===== src/rtl/spq_pkg.sv =====
// ============================================================================
// Sorted priority queue package
// Sizes, entry layout and command and status codes shared by the queue files.
// ============================================================================
package spq_pkg;

    localparam int DEPTH        = 16;
    localparam int PAYLOAD_BITS = 16;

    localparam int KEY_W      = 32;
    localparam int PAY_PORT_W = 16;
    localparam int PAY_W      = (PAYLOAD_BITS < PAY_PORT_W) ? PAYLOAD_BITS : PAY_PORT_W;
    localparam int ADDR_W     = (DEPTH > 1) ? $clog2(DEPTH) : 1;
    localparam int CNT_W      = $clog2(DEPTH + 1);
    localparam int OCC_W      = 5;

    localparam logic [1:0] CMD_ENQUEUE = 2'd0;
    localparam logic [1:0] CMD_DEQUEUE = 2'd1;
    localparam logic [1:0] CMD_CLEAR   = 2'd2;

    localparam logic [1:0] STATUS_OK    = 2'd0;
    localparam logic [1:0] STATUS_EMPTY = 2'd1;
    localparam logic [1:0] STATUS_FULL  = 2'd2;

    typedef struct packed {
        logic signed [KEY_W-1:0] key;
        logic        [PAY_W-1:0] pay;
    } entry_t;

    localparam int ENTRY_W = $bits(entry_t);

endpackage


===== src/rtl/spq_ram.sv =====
// ============================================================================
// Generic single-port-write RAM
// One write port and one read port with registered read data.
// ============================================================================
module spq_ram #(
    parameter int WIDTH = 8,
    parameter int DEPTH = 16,
    localparam int ADDR_W = (DEPTH > 1) ? $clog2(DEPTH) : 1
) (
    input  logic              aclk,
    input  logic              wr_en,
    input  logic [ADDR_W-1:0] wr_addr,
    input  logic [WIDTH-1:0]  wr_data,
    input  logic [ADDR_W-1:0] rd_addr,
    output logic [WIDTH-1:0]  rd_data
);

    logic [WIDTH-1:0] mem_reg [DEPTH];
    logic [WIDTH-1:0] rd_data_reg;

    always_ff @(posedge aclk) begin
        if (wr_en) begin
            mem_reg[wr_addr] <= wr_data;
        end
        rd_data_reg <= mem_reg[rd_addr];
    end

    assign rd_data = rd_data_reg;

endmodule


===== src/rtl/sorted_priority_queue_unit.sv =====
// ============================================================================
// Sorted priority queue unit
// Bounded queue kept in ascending key order in one RAM, with equal keys
// leaving first in, first out; a small sequencer moves one entry at a time.
// ============================================================================
//
// Channel   Dir  Handshake          Contents
// s_        in   s_tvalid/s_tready  tuser: command; tdata: key, payload
// m_        out  m_tvalid/m_tready  tuser: status; tdata: key, payload, occupancy, empty
//
// An enqueue moves every stored entry with a larger key up one slot, and a
// dequeue reads all stored entries and moves each after the first down one
// slot; each entry moved costs one RAM read and one write.
// Reset clears the sequencer, the entry count and the output valid flag only.
// A new word is taken while a result still waits in the output register; the
// next result then holds the sequencer in its last step until that one leaves.
module sorted_priority_queue_unit (
    input  logic        aclk,
    input  logic        aresetn,
    input  logic        s_tvalid,
    output logic        s_tready,
    input  logic [47:0] s_tdata,   // key [31:0], payload [47:32]
    input  logic [1:0]  s_tuser,   // command [1:0]
    output logic        m_tvalid,
    input  logic        m_tready,
    output logic [55:0] m_tdata,   // out_key [31:0], out_payload [47:32],
                                   // occupancy [52:48], is_empty [53], zero [55:54]
    output logic [1:0]  m_tuser    // status [1:0]
);

    localparam logic [2:0] ST_IDLE   = 3'd0;
    localparam logic [2:0] ST_ENQ_RD = 3'd1;
    localparam logic [2:0] ST_ENQ_WR = 3'd2;
    localparam logic [2:0] ST_DEQ_RD = 3'd3;
    localparam logic [2:0] ST_DEQ_MV = 3'd4;
    localparam logic [2:0] ST_FIN    = 3'd5;

    logic [2:0] state_reg, state_next;
    logic [spq_pkg::CNT_W-1:0] count_reg, count_next;
    logic [spq_pkg::CNT_W-1:0] idx_reg, idx_next;
    logic signed [spq_pkg::KEY_W-1:0] key_reg, key_next;
    logic [spq_pkg::PAY_W-1:0] pay_reg, pay_next;
    logic [1:0] res_status_reg, res_status_next;
    logic signed [spq_pkg::KEY_W-1:0] res_key_reg, res_key_next;
    logic [spq_pkg::PAY_W-1:0] res_pay_reg, res_pay_next;

    logic        m_valid_reg, m_valid_next;
    logic [1:0]  m_status_reg, m_status_next;
    logic [31:0] m_key_reg, m_key_next;
    logic [15:0] m_pay_reg, m_pay_next;
    logic [spq_pkg::OCC_W-1:0] m_occ_reg, m_occ_next;
    logic        m_empty_reg, m_empty_next;

    logic                       wr_en;
    logic [spq_pkg::ADDR_W-1:0] wr_addr;
    spq_pkg::entry_t            wr_entry;
    logic [spq_pkg::ADDR_W-1:0] rd_addr;
    spq_pkg::entry_t            rd_entry;
    logic [spq_pkg::ENTRY_W-1:0] rd_data;
    logic [spq_pkg::CNT_W-1:0]  idx_dec;
    logic                       out_free;

    assign rd_entry = spq_pkg::entry_t'(rd_data);

    spq_ram #(
        .WIDTH (spq_pkg::ENTRY_W),
        .DEPTH (spq_pkg::DEPTH)
    ) u_store (
        .aclk    (aclk),
        .wr_en   (wr_en),
        .wr_addr (wr_addr),
        .wr_data (wr_entry),
        .rd_addr (rd_addr),
        .rd_data (rd_data)
    );

    assign idx_dec  = idx_reg - spq_pkg::CNT_W'(1);
    assign out_free = !m_valid_reg || m_tready;
    assign s_tready = (state_reg == ST_IDLE);

    always_comb begin
        state_next      = state_reg;
        count_next      = count_reg;
        idx_next        = idx_reg;
        key_next        = key_reg;
        pay_next        = pay_reg;
        res_status_next = res_status_reg;
        res_key_next    = res_key_reg;
        res_pay_next    = res_pay_reg;
        wr_en           = 1'b0;
        wr_addr         = idx_reg[spq_pkg::ADDR_W-1:0];
        wr_entry.key    = key_reg;
        wr_entry.pay    = pay_reg;
        rd_addr         = idx_reg[spq_pkg::ADDR_W-1:0];

        m_valid_next  = m_valid_reg;
        m_status_next = m_status_reg;
        m_key_next    = m_key_reg;
        m_pay_next    = m_pay_reg;
        m_occ_next    = m_occ_reg;
        m_empty_next  = m_empty_reg;
        if (m_valid_reg && m_tready) begin
            m_valid_next = 1'b0;
        end

        unique case (state_reg)
            ST_IDLE: begin
                if (s_tvalid) begin
                    key_next        = $signed(s_tdata[31:0]);
                    pay_next        = s_tdata[32 +: spq_pkg::PAY_W];
                    res_status_next = spq_pkg::STATUS_OK;
                    res_key_next    = '0;
                    res_pay_next    = '0;
                    idx_next        = '0;
                    state_next      = ST_FIN;
                    case (s_tuser)
                        spq_pkg::CMD_ENQUEUE: begin
                            if (count_reg == spq_pkg::CNT_W'(spq_pkg::DEPTH)) begin
                                res_status_next = spq_pkg::STATUS_FULL;
                            end else begin
                                idx_next   = count_reg;
                                state_next = ST_ENQ_RD;
                            end
                        end
                        spq_pkg::CMD_DEQUEUE: begin
                            if (count_reg == '0) begin
                                res_status_next = spq_pkg::STATUS_EMPTY;
                            end else begin
                                state_next = ST_DEQ_RD;
                            end
                        end
                        spq_pkg::CMD_CLEAR: begin
                            count_next = '0;
                        end
                        default: begin
                        end
                    endcase
                end
            end
            ST_ENQ_RD: begin
                if (idx_reg == '0) begin
                    wr_en      = 1'b1;
                    count_next = count_reg + spq_pkg::CNT_W'(1);
                    state_next = ST_FIN;
                end else begin
                    rd_addr    = idx_dec[spq_pkg::ADDR_W-1:0];
                    state_next = ST_ENQ_WR;
                end
            end
            ST_ENQ_WR: begin
                wr_en = 1'b1;
                if (rd_entry.key > key_reg) begin
                    wr_entry   = rd_entry;
                    idx_next   = idx_dec;
                    state_next = ST_ENQ_RD;
                end else begin
                    count_next = count_reg + spq_pkg::CNT_W'(1);
                    state_next = ST_FIN;
                end
            end
            ST_DEQ_RD: begin
                state_next = ST_DEQ_MV;
            end
            ST_DEQ_MV: begin
                if (idx_reg == '0) begin
                    res_key_next = rd_entry.key;
                    res_pay_next = rd_entry.pay;
                end else begin
                    wr_en    = 1'b1;
                    wr_addr  = idx_dec[spq_pkg::ADDR_W-1:0];
                    wr_entry = rd_entry;
                end
                idx_next = idx_reg + spq_pkg::CNT_W'(1);
                if (idx_next == count_reg) begin
                    count_next = count_reg - spq_pkg::CNT_W'(1);
                    state_next = ST_FIN;
                end else begin
                    state_next = ST_DEQ_RD;
                end
            end
            ST_FIN: begin
                if (out_free) begin
                    m_valid_next  = 1'b1;
                    m_status_next = res_status_reg;
                    m_key_next    = res_key_reg;
                    m_pay_next    = 16'(res_pay_reg);
                    m_occ_next    = spq_pkg::OCC_W'(count_reg);
                    m_empty_next  = (count_reg == '0);
                    state_next    = ST_IDLE;
                end
            end
            default: begin
                state_next = ST_IDLE;
            end
        endcase
    end

    always_ff @(posedge aclk) begin
        if (!aresetn) begin
            state_reg   <= ST_IDLE;
            count_reg   <= '0;
            m_valid_reg <= 1'b0;
        end else begin
            state_reg   <= state_next;
            count_reg   <= count_next;
            m_valid_reg <= m_valid_next;
        end
    end

    always_ff @(posedge aclk) begin
        idx_reg        <= idx_next;
        key_reg        <= key_next;
        pay_reg        <= pay_next;
        res_status_reg <= res_status_next;
        res_key_reg    <= res_key_next;
        res_pay_reg    <= res_pay_next;
        m_status_reg   <= m_status_next;
        m_key_reg      <= m_key_next;
        m_pay_reg      <= m_pay_next;
        m_occ_reg      <= m_occ_next;
        m_empty_reg    <= m_empty_next;
    end

    assign m_tvalid = m_valid_reg;
    assign m_tuser  = m_status_reg;
    assign m_tdata  = {2'b00, m_empty_reg, m_occ_reg, m_pay_reg, m_key_reg};

endmodule


===== config.mk =====
export PLATFORM = sky130hd
export DESIGN_NAME = sorted_priority_queue_unit
export DESIGN_NICKNAME = d
export VERILOG_FILES = /design/src/rtl/spq_pkg.sv /design/src/rtl/spq_ram.sv /design/src/rtl/sorted_priority_queue_unit.sv
export SDC_FILE = /design/constraint.sdc
export NUM_CORES = 1
export LEC_CHECK = 0
export BUFFER_PORTS_ARGS = -buffer_cell sky130_fd_sc_hd__buf_2
export CORE_MARGIN = 1
export CORE_UTILIZATION = 54
export CTS_BUF_LIST = sky130_fd_sc_hd__clkbuf_4 sky130_fd_sc_hd__clkbuf_8 sky130_fd_sc_hd__clkbuf_16
export DETAILED_ROUTE_END_ITERATION = 8
export GPL_TIMING_DRIVEN = 0
export PLACE_DENSITY = 0.79
export SETUP_SLACK_MARGIN = 0.5
export SLEW_MARGIN = 20
export SYNTH_ARGS = -nofsm -noshare
export SYNTH_HDL_FRONTEND = slang
export SYNTH_HIERARCHICAL = 1
export SYNTH_SLANG_ARGS = --single-unit

===== constraint.sdc =====
create_clock -name aclk -period 7.6 [get_ports aclk]
set_clock_uncertainty 0.05 [all_clocks]
set_input_delay 1.52 -clock aclk [delete_from_list [all_inputs] [get_ports aclk]]
set_output_delay 1.52 -clock aclk [all_outputs]
set_load 0.01 [all_outputs]

==> impl_metrics.py <==
metrics = {
    "clocking": {
        "ctsResizeCount": 0,
        "clk_root_buffer_cell": "clkbuf_16",
        "clockBufferDepth": 3,
        "cts_tree": "built",
        "postCtsHoldBufs": 0,
        "path_clk_slew_ns": 0.06,
        "cts.sinks": 984,
        "cts_setup_buffers": 0,
        "clk_latency_ns": 0.67,
        "numCtsBuffers": 95,
        "htreeDepth": 3,
    },
    "cells_and_area": {
        "synthToLayoutAreaGrowth_pct": 16.45,
        "final_nets": 2170,
        "stdcell_count": 3089,
        "largest_reg_flops": 768,
        "utilization_pct": 63.60,
        "final_cell_mix": "edfxtp_1, mux4_2, buf_2",
        "final_layout_size_suffix_gt1_share_pct": 29.75,
        "final_area_um2": 43690,
        "final_common_cell": "edfxtp_1",
        "n_antenna_cell": 0,
    },
    "hold_path": {
        "holdPathStages": 0,
        "hold_path.startpoint": "res_pay_reg[7]$_SDFFCE_PN0P_",
        "holdCritPathClass": "flip-flop to flip-flop",
        "min_to": "m_pay_reg[7]$_DFFE_PP_",
    },
    "yosys": {
        "ys.flop_type": "edfxtp_1",
        "ys_seq_area_share_pct": 77.23,
        "yosys_register_bits": 984,
        "synth_edf_count": 927,
        "syn_avg_cell_area_um2": 20.78,
        "netlist_instances": 1806,
        "ys_warn_count": 6,
        "synthesis.area_um2": 37520,
        "async_reset_ff_share_pct": 0,
        "ys_types": 62,
    },
    "power": {
        "combPwrFrac_pct": 36.2,
        "clkPwrFrac_pct": 24.4,
        "sequentialPowerShare_pct": 39.4,
        "power_leakage_nw": 14.75,
        "p_per_area_nw_per_um2": 447.0,
        "ir_drop_mv": 0.3078,
        "switching_share_pct": 33.55,
        "p_int_mw": 12.98,
        "power.net_switching_mw": 6.554,
    },
    "timing": {
        "setup_ws_ns": 2.226,
        "setup_viol": 0,
        "maxSlewHeadroom_pct": 19.95,
        "fmax_ghz": 0.1861,
        "fin_crit_ns": 5.374,
        "period_share_pct": 70.71,
        "rsz0062_at_grt": "no",
        "maxSlewViolCount": 0,
        "tightest_slew_ns": 1.201,
        "finalHoldViolCount": 0,
    },
    "setup_path": {
        "path_class": "flip-flop to flip-flop",
        "rrSetupSlack_ns": 2.23,
        "cp-end-kind": "flip-flop",
        "slowest_stage": "clkbuf_1",
        "required_ns": 7.89,
        "critPathMaxFanout": 10,
        "critPathTopFamily": "buffers and inverters",
        "worstRegToRegCells": 10,
        "cp-start-kind": "flip-flop",
        "timing.rr.end": "u_store/mem_reg[0][41]$_DFFE_PP_",
        "path_cells": "clkbuf_1 > clkbuf_1 > clkbuf_1 > a21oi_1 > o21ai_0 > or3b_2 > nor3_2 > buf_4 > buf_4 > buf_4",
        "worstPathArrival_ns": 5.67,
        "cp_slowest_stage_delay_ns": 0.93,
        "r2r_start": "state_reg[2]$_SDFFE_PN0P_",
        "timing.critical_path.buf_inv": 6,
    },
    "detailed_routing": {
        "vias_per_cell": 6.459,
        "drc": 0,
        "wl_per_cell_um": 29.52,
        "antenna_left": 0,
        "drt_iter0_drc": 2908,
        "dr.pass1.iters": 7,
        "vias": 19951,
        "totalWireLength_mm": 91.19,
    },
    "floorplanning": {
        "pin_count": 114,
        "rows": 96,
        "core_area_um2": 68710,
        "chipWidth_um": 265.6,
        "die-area_um2": 70540,
        "start_util_pct": 54.61,
        "die_h_um": 265.6,
    },
    "run": {
        "maxCapViolCount": 0,
    },
    "global_route": {
        "grt_pass1_wl_mm": 133.1,
        "grt_pass1_vias": 20391,
        "grt_overflow": 0,
        "grt_use_total_pct": 26.30,
        "grt_max_degree": 30,
        "antenna_found_initial": 2,
    },
    "placed_design": {
        "gp_routability_congestion": 0.8176,
        "port_buffers": 111,
        "place_hpwl_mm": 56.11,
        "numPlacedInstances": 2912,
        "dpl_cell_area_um2": 40480,
        "preCtsSetupSlack_ns": 2.499,
    },
    "run_status": {
        "outcome": "complete, no violations",
    },
}
==> worst max path at each step <==
| stage | from | to | slack, ns | cells past startpoint |
|---|---|---|---|---|
| floorplan | idx_reg[0]$_DFFE_PP_ | u_store/mem_reg[0][0]$_DFFE_PP_ | 1.37 | 10 |
| global placement | state_reg[2]$_SDFFE_PN0P_ | u_store/mem_reg[8][41]$_DFFE_PP_ | -2.97 | 7 |
| detailed placement | state_reg[2]$_SDFFE_PN0P_ | u_store/mem_reg[0][41]$_DFFE_PP_ | 2.50 | 10 |
| CTS | state_reg[2]$_SDFFE_PN0P_ | u_store/mem_reg[0][41]$_DFFE_PP_ | 2.35 | 10 |
| global route | state_reg[1]$_SDFFE_PN0P_ | u_store/mem_reg[12][41]$_DFFE_PP_ | 2.16 | 13 |
| finish | state_reg[2]$_SDFFE_PN0P_ | u_store/mem_reg[0][41]$_DFFE_PP_ | 2.23 | 10 |
==> per-stage QoR <==
step                      TNS (ns)  power (mW)  hold slack, ns
final                            0       19.53          0.3673
after global routing             0       20.21          0.3751
after CTS                        0       19.52          0.3692
after detailed placement         0       14.61          0.3545
after global placement     -600.35       14.19          0.3552
after floorplan                  0       12.35          0.3503
==> metal layers <==
metal  vias up  share of wire (%)  GRT usage (%)
met2      1445                 48          41.74
met1     10251                 36          34.80
met5         -                  0              0
met4         0                4.3          12.08
li1       7998                  -              -
met3       257                 11          6.258
==> Yosys cell counts (all sizes together) (3+ instances only) <==
cell	number	share of area [%]
nor2	32	0.32
o211ai	6	0.12
nand4	7	0.13
mux2	48	1.6
and3	48	0.80
a21oi	30	0.40
a22oi	98	2.0
edfxtp	927	74
clkbuf	45	0.45
inv	37	0.37
mux4	192	12
nor3	9	0.13
nand3b	3	0.060
and2	3	0.050
nand2	73	0.73
nand2b	7	0.12
ha	37	1.2
o21ai	17	0.23
nor2b	6	0.10
nand4b	4	0.093
a211oi	3	0.073
dfxtp	57	3.0
buf	50	0.82
a22o	3	0.070
xor2	3	0.070
or4	3	0.080
nor4	3	0.050
a31oi	5	0.083
xnor2	9	0.21
nand3	10	0.13
a21o	4	0.080
==> final cells by class <==
type,instances,area [um2]
clock inverters,51,540.5
well taps,931,1165
clock buffers,126,2679
repair buffers,174,1657
fillers,4395,25010
multi-input cells,690,8056
plain buffers,95,476.7
flip-flops and latches,984,28980
inverters,38,142.6
==> power by group through the flow <==
stage,Clock (mW),Combinational (mW),Sequential [mW]
floorplan,0,4.67,7.67
global placement,0,6.37,7.82
detailed placement,0,6.82,7.79
CTS,4.82,7.01,7.69
global route,5.02,7.45,7.74
finish,4.77,7.06,7.70
==> cells by family (layout without fill, tap and decap cells) <==
| group | count (synthesis) | after routing | share of synthesized area (%) |
|---|---|---|---|
| buffers and inverters | 133 | 484 | 1.651 |
| AO/OA/AOI/OAI | 181 | 181 | 3.375 |
| multiplexers | 240 | 240 | 13.16 |
| XOR/XNOR | 12 | 12 | 0.2801 |
| flip-flops | 984 | 984 | 77.23 |
| adder cells (fa/ha/maj) | 38 | 38 | 1.287 |
| other | 1 | 2 | 0.009994 |
| AND/OR/NAND/NOR | 217 | 217 | 3.004 |
Note: power is estimated with default switching activity, not from simulation.
